$ cat src/rtl/core/tsk_pkg.sv
// ----------------------------------------------------------------------------
// Top-k selector package
// Shared widths, constants and types for the streaming top-k selector.
// ----------------------------------------------------------------------------
package tsk_pkg;

  // Field widths of the stream payloads.
  localparam int unsigned KeyW    = 32;
  localparam int unsigned OutPosW = 17;
  localparam int unsigned KCountW = 5;

  // Row length limit; positions saturate at RowMax - 1.
  localparam longint unsigned RowMax = 65536;
  localparam int unsigned     PosW   = 16;

  // Default number of kept entries.
  localparam int unsigned KMaxDefault = 16;

  // Depth of the queue between front and back.
  localparam int unsigned FifoDepth = 2;

  // Padding result fields.
  localparam logic signed [KeyW-1:0]    PadValue    = '0;
  localparam logic signed [OutPosW-1:0] PadPosition = '1;

  // One numbered key on its way from front to back.
  typedef struct packed {
    logic signed [KeyW-1:0] key;
    logic [PosW-1:0]        pos;
    logic                   last;
  } tsk_item_t;

  // Back-end sequencer states.
  typedef enum logic {
    ST_INSERT,
    ST_EMIT
  } tsk_state_e;

endpackage

$ cat src/rtl/core/tsk_front.sv
// ----------------------------------------------------------------------------
// Top-k selector front end
// Accepts input beats, numbers each key by its row position and pushes it
// into the queue toward the back end.
// ----------------------------------------------------------------------------
module tsk_front (
  input  logic                            clk_i,
  input  logic                            rst_ni,
  input  logic                            in_valid_i,
  output logic                            in_ready_o,
  input  logic signed [tsk_pkg::KeyW-1:0] in_key_i,
  input  logic                            in_last_i,
  output logic                            push_valid_o,
  input  logic                            push_ready_i,
  output tsk_pkg::tsk_item_t              push_item_o
);

  localparam logic [tsk_pkg::PosW-1:0] PosLimit = tsk_pkg::PosW'(tsk_pkg::RowMax - 1);

  logic [tsk_pkg::PosW-1:0] pos_q, pos_d;
  logic                     accept;

  assign in_ready_o   = push_ready_i;
  assign push_valid_o = in_valid_i;
  assign accept       = in_valid_i && push_ready_i;

  // The accepted beat carries the current position.
  always_comb begin
    push_item_o.key  = in_key_i;
    push_item_o.pos  = pos_q;
    push_item_o.last = in_last_i;
  end

  // Position counter: restarts after the row's last beat, saturates on long rows.
  always_comb begin
    pos_d = pos_q;
    if (accept) begin
      if (in_last_i) begin
        pos_d = '0;
      end else if (pos_q != PosLimit) begin
        pos_d = pos_q + 1'b1;
      end
    end
  end

  always_ff @(posedge clk_i or negedge rst_ni) begin
    if (!rst_ni) begin
      pos_q <= '0;
    end else begin
      pos_q <= pos_d;
    end
  end

endmodule

$ cat src/rtl/core/tsk_fifo.sv
// ----------------------------------------------------------------------------
// Top-k selector queue
// Short first-in first-out queue that decouples the front end from the
// insertion array.
// ----------------------------------------------------------------------------
module tsk_fifo (
  input  logic               clk_i,
  input  logic               rst_ni,
  input  logic               push_valid_i,
  output logic               push_ready_o,
  input  tsk_pkg::tsk_item_t push_item_i,
  output logic               pop_valid_o,
  input  logic               pop_ready_i,
  output tsk_pkg::tsk_item_t pop_item_o
);

  localparam int unsigned Depth = tsk_pkg::FifoDepth;
  localparam int unsigned PtrW  = (Depth > 1) ? $clog2(Depth) : 1;
  localparam int unsigned CntW  = $clog2(Depth + 1);

  tsk_pkg::tsk_item_t mem_q [Depth];
  logic [PtrW-1:0]    wr_ptr_q, wr_ptr_d;
  logic [PtrW-1:0]    rd_ptr_q, rd_ptr_d;
  logic [CntW-1:0]    cnt_q, cnt_d;
  logic               push, pop;

  assign push_ready_o = (cnt_q != CntW'(Depth));
  assign pop_valid_o  = (cnt_q != '0);
  assign pop_item_o   = mem_q[rd_ptr_q];
  assign push         = push_valid_i && push_ready_o;
  assign pop          = pop_valid_o && pop_ready_i;

  // Pointer and fill-level update.
  always_comb begin
    wr_ptr_d = wr_ptr_q;
    rd_ptr_d = rd_ptr_q;
    cnt_d    = cnt_q;
    if (push) begin
      wr_ptr_d = (wr_ptr_q == PtrW'(Depth - 1)) ? '0 : wr_ptr_q + 1'b1;
    end
    if (pop) begin
      rd_ptr_d = (rd_ptr_q == PtrW'(Depth - 1)) ? '0 : rd_ptr_q + 1'b1;
    end
    if (push && !pop) begin
      cnt_d = cnt_q + 1'b1;
    end else if (pop && !push) begin
      cnt_d = cnt_q - 1'b1;
    end
  end

  always_ff @(posedge clk_i or negedge rst_ni) begin
    if (!rst_ni) begin
      wr_ptr_q <= '0;
      rd_ptr_q <= '0;
      cnt_q    <= '0;
    end else begin
      wr_ptr_q <= wr_ptr_d;
      rd_ptr_q <= rd_ptr_d;
      cnt_q    <= cnt_d;
    end
  end

  // Storage needs no reset.
  always_ff @(posedge clk_i) begin
    if (push) begin
      mem_q[wr_ptr_q] <= push_item_i;
    end
  end

`ifndef SYNTH
  // The fill level never exceeds the depth.
  assert property (@(posedge clk_i) disable iff (!rst_ni) cnt_q <= CntW'(Depth))
    else $error("tsk_fifo: fill level above depth");

  // A push alone raises the fill level by one.
  assert property (@(posedge clk_i) disable iff (!rst_ni)
    (push && !pop) |=> (cnt_q == $past(cnt_q) + 1'b1))
    else $error("tsk_fifo: fill level did not follow a push");

  // Nothing is popped from an empty queue.
  assert property (@(posedge clk_i) disable iff (!rst_ni) (cnt_q == '0) |-> !pop)
    else $error("tsk_fifo: pop from empty queue");
`endif

endmodule

$ cat src/rtl/core/tsk_back.sv
// ----------------------------------------------------------------------------
// Top-k selector back end
// Sorted insertion array of the kept keys and the result sequencer that
// drains it through an output register after each row.
// ----------------------------------------------------------------------------
module tsk_back #(
  parameter int unsigned K_MAX = tsk_pkg::KMaxDefault
) (
  input  logic                               clk_i,
  input  logic                               rst_ni,
  input  logic [tsk_pkg::KCountW-1:0]        k_count_i,
  input  logic                               pop_valid_i,
  output logic                               pop_ready_o,
  input  tsk_pkg::tsk_item_t                 pop_item_i,
  output logic                               out_valid_o,
  input  logic                               out_ready_i,
  output logic signed [tsk_pkg::KeyW-1:0]    out_value_o,
  output logic signed [tsk_pkg::OutPosW-1:0] out_position_o,
  output logic                               out_last_o
);

  localparam int unsigned CntW = $clog2(K_MAX + 1);
  localparam int unsigned IdxW = (K_MAX > 1) ? $clog2(K_MAX) : 1;

  // Kept entries, sorted by descending key, ties by ascending position.
  logic signed [tsk_pkg::KeyW-1:0] keys_q [K_MAX];
  logic [tsk_pkg::PosW-1:0]        poss_q [K_MAX];
  logic [CntW-1:0]                 cnt_q, cnt_d;
  logic [CntW-1:0]                 k_eff, cnt_eff;
  logic [K_MAX-1:0]                ge;
  logic [K_MAX:0]                  ge_prev;

  tsk_pkg::tsk_state_e state_q, state_d;
  logic [CntW-1:0]     em_q, em_d;
  logic                do_insert, em_load, em_done;

  logic                               out_valid_q, out_valid_d;
  logic signed [tsk_pkg::KeyW-1:0]    out_value_q;
  logic signed [tsk_pkg::OutPosW-1:0] out_position_q;
  logic                               out_last_q;

  // Effective k: zero acts as one, large values clamp to the array size.
  always_comb begin
    if (k_count_i == '0) begin
      k_eff = CntW'(1);
    end else if (32'(k_count_i) > K_MAX) begin
      k_eff = CntW'(K_MAX);
    end else begin
      k_eff = CntW'(k_count_i);
    end
    cnt_eff = (cnt_q < k_eff) ? cnt_q : k_eff;
  end

  // Parallel compare: a kept entry stays ahead when its key is not smaller.
  always_comb begin
    for (int i = 0; i < K_MAX; i++) begin
      ge[i] = (CntW'(i) < cnt_eff) && (keys_q[i] >= pop_item_i.key);
    end
    ge_prev = {ge, 1'b1};
  end

  assign pop_ready_o = (state_q == tsk_pkg::ST_INSERT);
  assign do_insert   = pop_valid_i && pop_ready_o;

  // Insertion: entries ahead keep, the first free slot takes the key, the
  // rest shift down one place. A key that ties the last entry of a full
  // list lands past k and is never read.
  always_ff @(posedge clk_i) begin
    if (do_insert) begin
      for (int i = 0; i < K_MAX; i++) begin
        if (!ge[i]) begin
          if (ge_prev[i]) begin
            keys_q[i] <= pop_item_i.key;
            poss_q[i] <= pop_item_i.pos;
          end else begin
            keys_q[i] <= keys_q[(i > 0) ? i - 1 : 0];
            poss_q[i] <= poss_q[(i > 0) ? i - 1 : 0];
          end
        end
      end
    end
  end

  // Result sequencer.
  assign em_load = (state_q == tsk_pkg::ST_EMIT) && (!out_valid_q || out_ready_i);
  assign em_done = (em_q + 1'b1 == k_eff);

  always_comb begin
    state_d     = state_q;
    em_d        = em_q;
    // A smaller k cuts the kept count for good, even if k grows again later.
    cnt_d       = cnt_eff;
    out_valid_d = out_valid_q;
    if (out_ready_i) begin
      out_valid_d = 1'b0;
    end
    case (state_q)
      tsk_pkg::ST_INSERT: begin
        if (do_insert) begin
          cnt_d = (cnt_eff < k_eff) ? cnt_eff + 1'b1 : k_eff;
          if (pop_item_i.last) begin
            state_d = tsk_pkg::ST_EMIT;
            em_d    = '0;
          end
        end
      end
      tsk_pkg::ST_EMIT: begin
        if (em_load) begin
          out_valid_d = 1'b1;
          if (em_done) begin
            state_d = tsk_pkg::ST_INSERT;
            cnt_d   = '0;
          end else begin
            em_d = em_q + 1'b1;
          end
        end
      end
      default: begin
        state_d = tsk_pkg::ST_INSERT;
      end
    endcase
  end

  always_ff @(posedge clk_i or negedge rst_ni) begin
    if (!rst_ni) begin
      state_q     <= tsk_pkg::ST_INSERT;
      em_q        <= '0;
      cnt_q       <= '0;
      out_valid_q <= 1'b0;
    end else begin
      state_q     <= state_d;
      em_q        <= em_d;
      cnt_q       <= cnt_d;
      out_valid_q <= out_valid_d;
    end
  end

  // Output register: a kept entry or a padding slot.
  always_ff @(posedge clk_i) begin
    if (em_load) begin
      if (em_q < cnt_eff) begin
        out_value_q    <= keys_q[em_q[IdxW-1:0]];
        out_position_q <= signed'({1'b0, poss_q[em_q[IdxW-1:0]]});
      end else begin
        out_value_q    <= tsk_pkg::PadValue;
        out_position_q <= tsk_pkg::PadPosition;
      end
      out_last_q <= em_done;
    end
  end

  assign out_valid_o    = out_valid_q;
  assign out_value_o    = out_value_q;
  assign out_position_o = out_position_q;
  assign out_last_o     = out_last_q;

`ifndef SYNTH
  // The kept count never exceeds the array size.
  assert property (@(posedge clk_i) disable iff (!rst_ni) cnt_q <= CntW'(K_MAX))
    else $error("tsk_back: kept count above array size");

  // While results drain, the result index stays below k.
  assert property (@(posedge clk_i) disable iff (!rst_ni)
    (state_q == tsk_pkg::ST_EMIT) |-> (em_q < k_eff))
    else $error("tsk_back: result index out of range");

  // The first two valid entries are in descending order.
  assert property (@(posedge clk_i) disable iff (!rst_ni)
    (cnt_eff >= CntW'(2)) |-> (keys_q[0] >= keys_q[(K_MAX > 1) ? 1 : 0]))
    else $error("tsk_back: kept list out of order");

  // The final result of a row returns the sequencer to insertion.
  assert property (@(posedge clk_i) disable iff (!rst_ni)
    (em_load && em_done) |=> (state_q == tsk_pkg::ST_INSERT && cnt_q == '0))
    else $error("tsk_back: row not closed after final result");
`endif

endmodule

$ cat src/rtl/core/streaming_top_k_selector.sv
// ----------------------------------------------------------------------------
// Streaming top-k selector
// Keeps the k largest keys of each row and emits them in descending order.
// ----------------------------------------------------------------------------
// Keys enter one beat per cycle unless the input is held back; each one is
// numbered by its row position and inserted into a sorted array of K_MAX
// entries in one step, since every kept entry compares against the new key
// in parallel and shifts in the same cycle. After the beat marked tlast is
// inserted, the block sends exactly k result beats, one per cycle when the
// sink is ready, through an output register; while the results drain, the
// two-entry input queue fills and then holds the input back. Padding slots
// carry value 0 and position -1. k_count is to be written by the user on the
// configuration channel between beats; the block itself does not enforce
// this. 0 acts as 1 and values above K_MAX act as K_MAX.
// ----------------------------------------------------------------------------
module streaming_top_k_selector #(
  parameter int unsigned K_MAX = tsk_pkg::KMaxDefault
) (
  input  logic                        clk_i,
  input  logic                        rst_ni,
  // Configuration write channel: k_count.
  input  logic                        cfg_valid_i,
  output logic                        cfg_ready_o,
  input  logic [tsk_pkg::KCountW-1:0] cfg_data_i,
  // Input stream.
  input  logic                        s_axis_tvalid,
  output logic                        s_axis_tready,
  input  logic [31:0]                 s_axis_tdata,  // [31:0] key_value
  input  logic                        s_axis_tlast,  // row_end
  // Result stream.
  output logic                        m_axis_tvalid,
  input  logic                        m_axis_tready,
  output logic [55:0]                 m_axis_tdata,  // [31:0] out_value, [48:32] out_position
  output logic                        m_axis_tlast   // out_last
);

  logic [tsk_pkg::KCountW-1:0]        k_count_q, k_count_d;
  logic                               push_valid, push_ready;
  tsk_pkg::tsk_item_t                 push_item;
  logic                               pop_valid, pop_ready;
  tsk_pkg::tsk_item_t                 pop_item;
  logic signed [tsk_pkg::KeyW-1:0]    out_value;
  logic signed [tsk_pkg::OutPosW-1:0] out_position;

  // Configuration register.
  assign cfg_ready_o = 1'b1;
  assign k_count_d   = (cfg_valid_i && cfg_ready_o) ? cfg_data_i : k_count_q;

  always_ff @(posedge clk_i or negedge rst_ni) begin
    if (!rst_ni) begin
      k_count_q <= tsk_pkg::KCountW'(1);
    end else begin
      k_count_q <= k_count_d;
    end
  end

  // Front end: numbers the keys.
  tsk_front u_front (
    .clk_i        (clk_i),
    .rst_ni       (rst_ni),
    .in_valid_i   (s_axis_tvalid),
    .in_ready_o   (s_axis_tready),
    .in_key_i     (signed'(s_axis_tdata)),
    .in_last_i    (s_axis_tlast),
    .push_valid_o (push_valid),
    .push_ready_i (push_ready),
    .push_item_o  (push_item)
  );

  // Queue between front and back.
  tsk_fifo u_fifo (
    .clk_i        (clk_i),
    .rst_ni       (rst_ni),
    .push_valid_i (push_valid),
    .push_ready_o (push_ready),
    .push_item_i  (push_item),
    .pop_valid_o  (pop_valid),
    .pop_ready_i  (pop_ready),
    .pop_item_o   (pop_item)
  );

  // Back end: insertion array and result sequencer.
  tsk_back #(
    .K_MAX (K_MAX)
  ) u_back (
    .clk_i          (clk_i),
    .rst_ni         (rst_ni),
    .k_count_i      (k_count_q),
    .pop_valid_i    (pop_valid),
    .pop_ready_o    (pop_ready),
    .pop_item_i     (pop_item),
    .out_valid_o    (m_axis_tvalid),
    .out_ready_i    (m_axis_tready),
    .out_value_o    (out_value),
    .out_position_o (out_position),
    .out_last_o     (m_axis_tlast)
  );

  // Result beat packing, zero filled to whole bytes.
  assign m_axis_tdata = {7'b0, out_position, out_value};

endmodule
$ cat config.mk
export PLATFORM = sky130hd
export DESIGN_NAME = streaming_top_k_selector
export DESIGN_NICKNAME = d
export VERILOG_FILES = /design/src/rtl/core/tsk_pkg.sv /design/src/rtl/core/tsk_front.sv /design/src/rtl/core/tsk_fifo.sv /design/src/rtl/core/tsk_back.sv /design/src/rtl/core/streaming_top_k_selector.sv
export SDC_FILE = /design/constraint.sdc
export NUM_CORES = 2
export LEC_CHECK = 0
export ABC_AREA = 0
export BUFFER_PORTS_ARGS = -buffer_cell sky130_fd_sc_hd__buf_4
export CAP_MARGIN = 20
export CORE_MARGIN = 5
export CORE_UTILIZATION = 61
export CTS_BUF_LIST = sky130_fd_sc_hd__clkbuf_8
export CTS_CLUSTER_DIAMETER = 50
export DETAILED_ROUTE_END_ITERATION = 6
export PLACE_DENSITY = 0.78
export SYNTH_ARGS = -nofsm -noshare
export SYNTH_HDL_FRONTEND = slang
export SYNTH_SLANG_ARGS = --single-unit
$ cat constraint.sdc
create_clock -name clk_i -period 14.45 [get_ports clk_i]
set_input_delay 1.445 -clock clk_i [delete_from_list [all_inputs] [get_ports clk_i]]
set_output_delay 1.445 -clock clk_i [all_outputs]
set_load 0.05 [all_outputs]
==> flow_metrics.env <==
export IMPL_ios=103
export IMPL_max_freq_ghz=0.1322
export IMPL_dp_hpwl_um=118600
export IMPL_hold_buffers=0
export IMPL_cts_buffer_depth=3
export IMPL_final_max_slew_violation_count=0
export IMPL_rsz0062_at_grt="false"
export IMPL_min_path_type="reg -> reg"
export IMPL_ys_seq_elements=953
export IMPL_syn_to_final_growth_pct=8.634
export IMPL_path_class="reg -> reg"
export IMPL_worst_pin_slew_ns=1.290
export IMPL_ant_nets=0
export IMPL_via_count=39220
export IMPL_synth_edf_count=916
export IMPL_cts_tree="built"
export IMPL_yosysWarnings=0
export IMPL_gp_congestion=1.013
export IMPL_grt_pass1_wl_um=260800
export IMPL_fin_worst_skew_ns=0.06007
export IMPL_finalHoldViolCount=0
export IMPL_cp_cell_sequence="buf_4, mux2_2, inv_1, ha_1, a21oi_1, o21ai_0, a2111oi_0, a21oi_1, mux2_2, a21oi_4, buf_4, or2_2, buf_4, mux2_2"
export IMPL_worstPathMaxFanout=48
export IMPL_dieArea_um2=99420
export IMPL_overflow=0
export IMPL_grt_antenna_before_repair=8
export IMPL_cts_sinks=953
export IMPL_violations="DRC"
export IMPL_fillers=6544
export IMPL_clock_root_buffer="clkbuf_8"
export IMPL_critical_path_required_ns=15.02
export IMPL_rows=112
export IMPL_cts_buffers=161
export IMPL_final_layout_size_suffix_gt1_frac=0.3159
export IMPL_syn_avg_cell_area_um2=14.26
export IMPL_grt_usage=0.3590
export IMPL_crit_arrival_ns=8.13
export IMPL_synthArstFlopShare=0.03882
export IMPL_clk_pin_slew_worst_paths_ns=0.06
export IMPL_slowest_stage="a2111oi_0"
export IMPL_ys_types=85
export IMPL_dr_pass1_iters=7
export IMPL_yosysSeqAreaShare=0.5000
export IMPL_end_kind="flop"
export IMPL_outcome="finished with violations"
export IMPL_grt_max_degree=60
export IMPL_htree_num_levels=4
export IMPL_post_cts_setup_buffers=0
export IMPL_critical_path_top_delay_family="buffers and inverters"
export IMPL_post_drt_wl_per_cell_um=32.75
export IMPL_maxCapViolCount=0
export IMPL_synth_area_um2=56860
export IMPL_route_detailed_drc=1
export IMPL_multiInputGateArea_um2=27290
export IMPL_crit_buf_inv=4
export IMPL_routed_wl_um=179200
export IMPL_period_share=0.5235
export IMPL_syn_inst=3989
export IMPL_dieWidth_um=315.3
export IMPL_cts_resized=0
export IMPL_clkLatencyLatePin_ns=0.87
export IMPL_critPathMaxStageDelay_ns=1.20
export IMPL_portBuffers=94
export IMPL_setup_viol=0
export IMPL_grt_pass1_vias=38580
export IMPL_setup_tns_ns=0
export IMPL_viasPerCell=7.169
export IMPL_nNetsFinal=4650
export IMPL_core_area_um2=92910
export IMPL_start_util=0.6120
export IMPL_synthFlopType="edfxtp_1"
export IMPL_dieHeight_um=315.3
export IMPL_cp_start_kind="flop"
export IMPL_seqCellArea_um2=28450
export IMPL_fin_crit_ns=7.565
export IMPL_drt_iter0_markers=5228
export IMPL_slew_limit_headroom=0.1177
-- cell type report --
class / count / share of cell area
antenna: 10 / 0.0004051
clock buffer: 171 / 0.03810
clock inverter: 115 / 0.009074
inverter: 84 / 0.005124
multi-input combinational: 2728 / 0.4417
sequential: 953 / 0.4606
tap: 1254 / 0.02540
timing repair buffer: 156 / 0.01961
-- final timing paths --
check | from | endpoint | slack (ns) | depth (start not counted)
setup reg to reg | u_fifo.rd_ptr_q | u_back.poss_q[5][1] | 6.88 | 14
max in group asynchronous | rst_ni | u_back.em_q[0] | 13.42 | 1
min in group asynchronous | rst_ni | k_count_q[1] | 0.59 | 1
setup / recovery | u_fifo.rd_ptr_q | u_back.poss_q[5][1] | 6.88 | 14
hold / removal | u_front.pos_q[5] | u_fifo.mem_q[1][6] | 0.52 | 0
hold reg to reg | u_front.pos_q[5] | u_fifo.mem_q[1][6] | 0.52 | 0
-- routing by layer --
metal	up-vias	share of wire	routed length (µm)	GRT usage
met2	2732	0.45	80130	0.5444
li1	16230	-	-	-
met3	580	0.13	23750	0.1173
met4	6	0.053	9520	0.1630
met5	-	0.00024	43	0
met1	19680	0.37	65740	0.4770
-- worst reg2reg max path: cells and delay by family, from the launching register on --
kind	cells	cell delay (ns)
simple gates	1	0.24
flops	1	0.68
buf+inv	4	2.44
mux	3	1.41
fa+ha+maj	1	0.44
compound gates	5	2.07
-- Yosys cell counts (59+ instances only) --
| library cell | n | area [µm²] |
|---|---|---|
| ha_1 | 523 | 6544 |
| buf_2 | 59 | 295.3 |
| mux4_2 | 240 | 5405 |
| nand2_1 | 115 | 431.7 |
| nor3_1 | 112 | 560.5 |
| inv_1 | 84 | 315.3 |
| o21ai_0 | 81 | 405.4 |
| mux2_2 | 654 | 7365 |
| nor2_1 | 80 | 300.3 |
| edfxtp_1 | 916 | 27510 |
| nand4_1 | 105 | 656.9 |
| a21o_1 | 69 | 518.0 |
| a21oi_1 | 312 | 1562 |
| clkbuf_1 | 118 | 442.9 |
-- flip-flops by register name, summed over array words and instances (netlist names) --
register / flops
u_front.pos_q: 16
u_back.em_q: 5
u_back.out_valid_o: 1
u_fifo.wr_ptr_q: 1
u_back.out_value_o: 32
k_count_q: 5
u_back.poss_q: 256
u_back.out_last_o: 1
u_back.out_position_o: 17
u_fifo.mem_q: 98
u_back.cnt_q: 5
u_fifo.cnt_q: 2
u_fifo.rd_ptr_q: 1
u_back.state_q: 1
u_back.keys_q: 512
-- stage by stage --
step	setup WS, ns	hold WS, ns	std cells	util	instance area (µm²)
3_5_place_dp	7.447	0.5042	5171	0.6325	58760
3_3_place_gp	7.485	0.4812	5170	0.6324	58760
5_1_grt	6.904	0.5441	5463	0.6647	61750
2_1_floorplan	7.542	0.4608	3995	-	56890
6_report	6.885	0.5184	5471	0.6649	61770
4_1_cts	7.407	0.5152	5457	0.6638	61680
-- cells by family (layout without fill, tap and decap cells) --
family,count (synthesis),in the layout,synth area share
flops,953,953,0.5000
compound gates,612,612,0.06507
fa+ha+maj,523,523,0.1151
other cells,2,18,0.0001321
simple gates,626,626,0.05763
mux,932,932,0.2333
xor+xnor,27,27,0.004159
buf+inv,314,526,0.02462
-- layout by cell type (no fill, tap or decap), types with 25 or more instances in the layout --
master | netlist | layout
a21o_1 | 69 | 69
a21oi_1 | 312 | 309
and2_1 | 36 | 33
buf_4 | 17 | 151
clkbuf_8 | 0 | 171
clkinv_1 | 0 | 31
dfrtp_1 | 36 | 31
edfxtp_1 | 916 | 916
ha_1 | 523 | 523
inv_1 | 84 | 133
mux2_2 | 654 | 654
mux4_2 | 240 | 240
nand2_1 | 115 | 114
nand2b_1 | 34 | 31
nand3_1 | 50 | 50
nand4_1 | 105 | 105
nor2_1 | 80 | 71
nor2b_1 | 26 | 25
nor3_1 | 112 | 111
o21ai_0 | 81 | 81
Power is left out: the tool's default activity adds up to more than one toggle a clock period on the data nets, which glitch-free logic cannot reach.
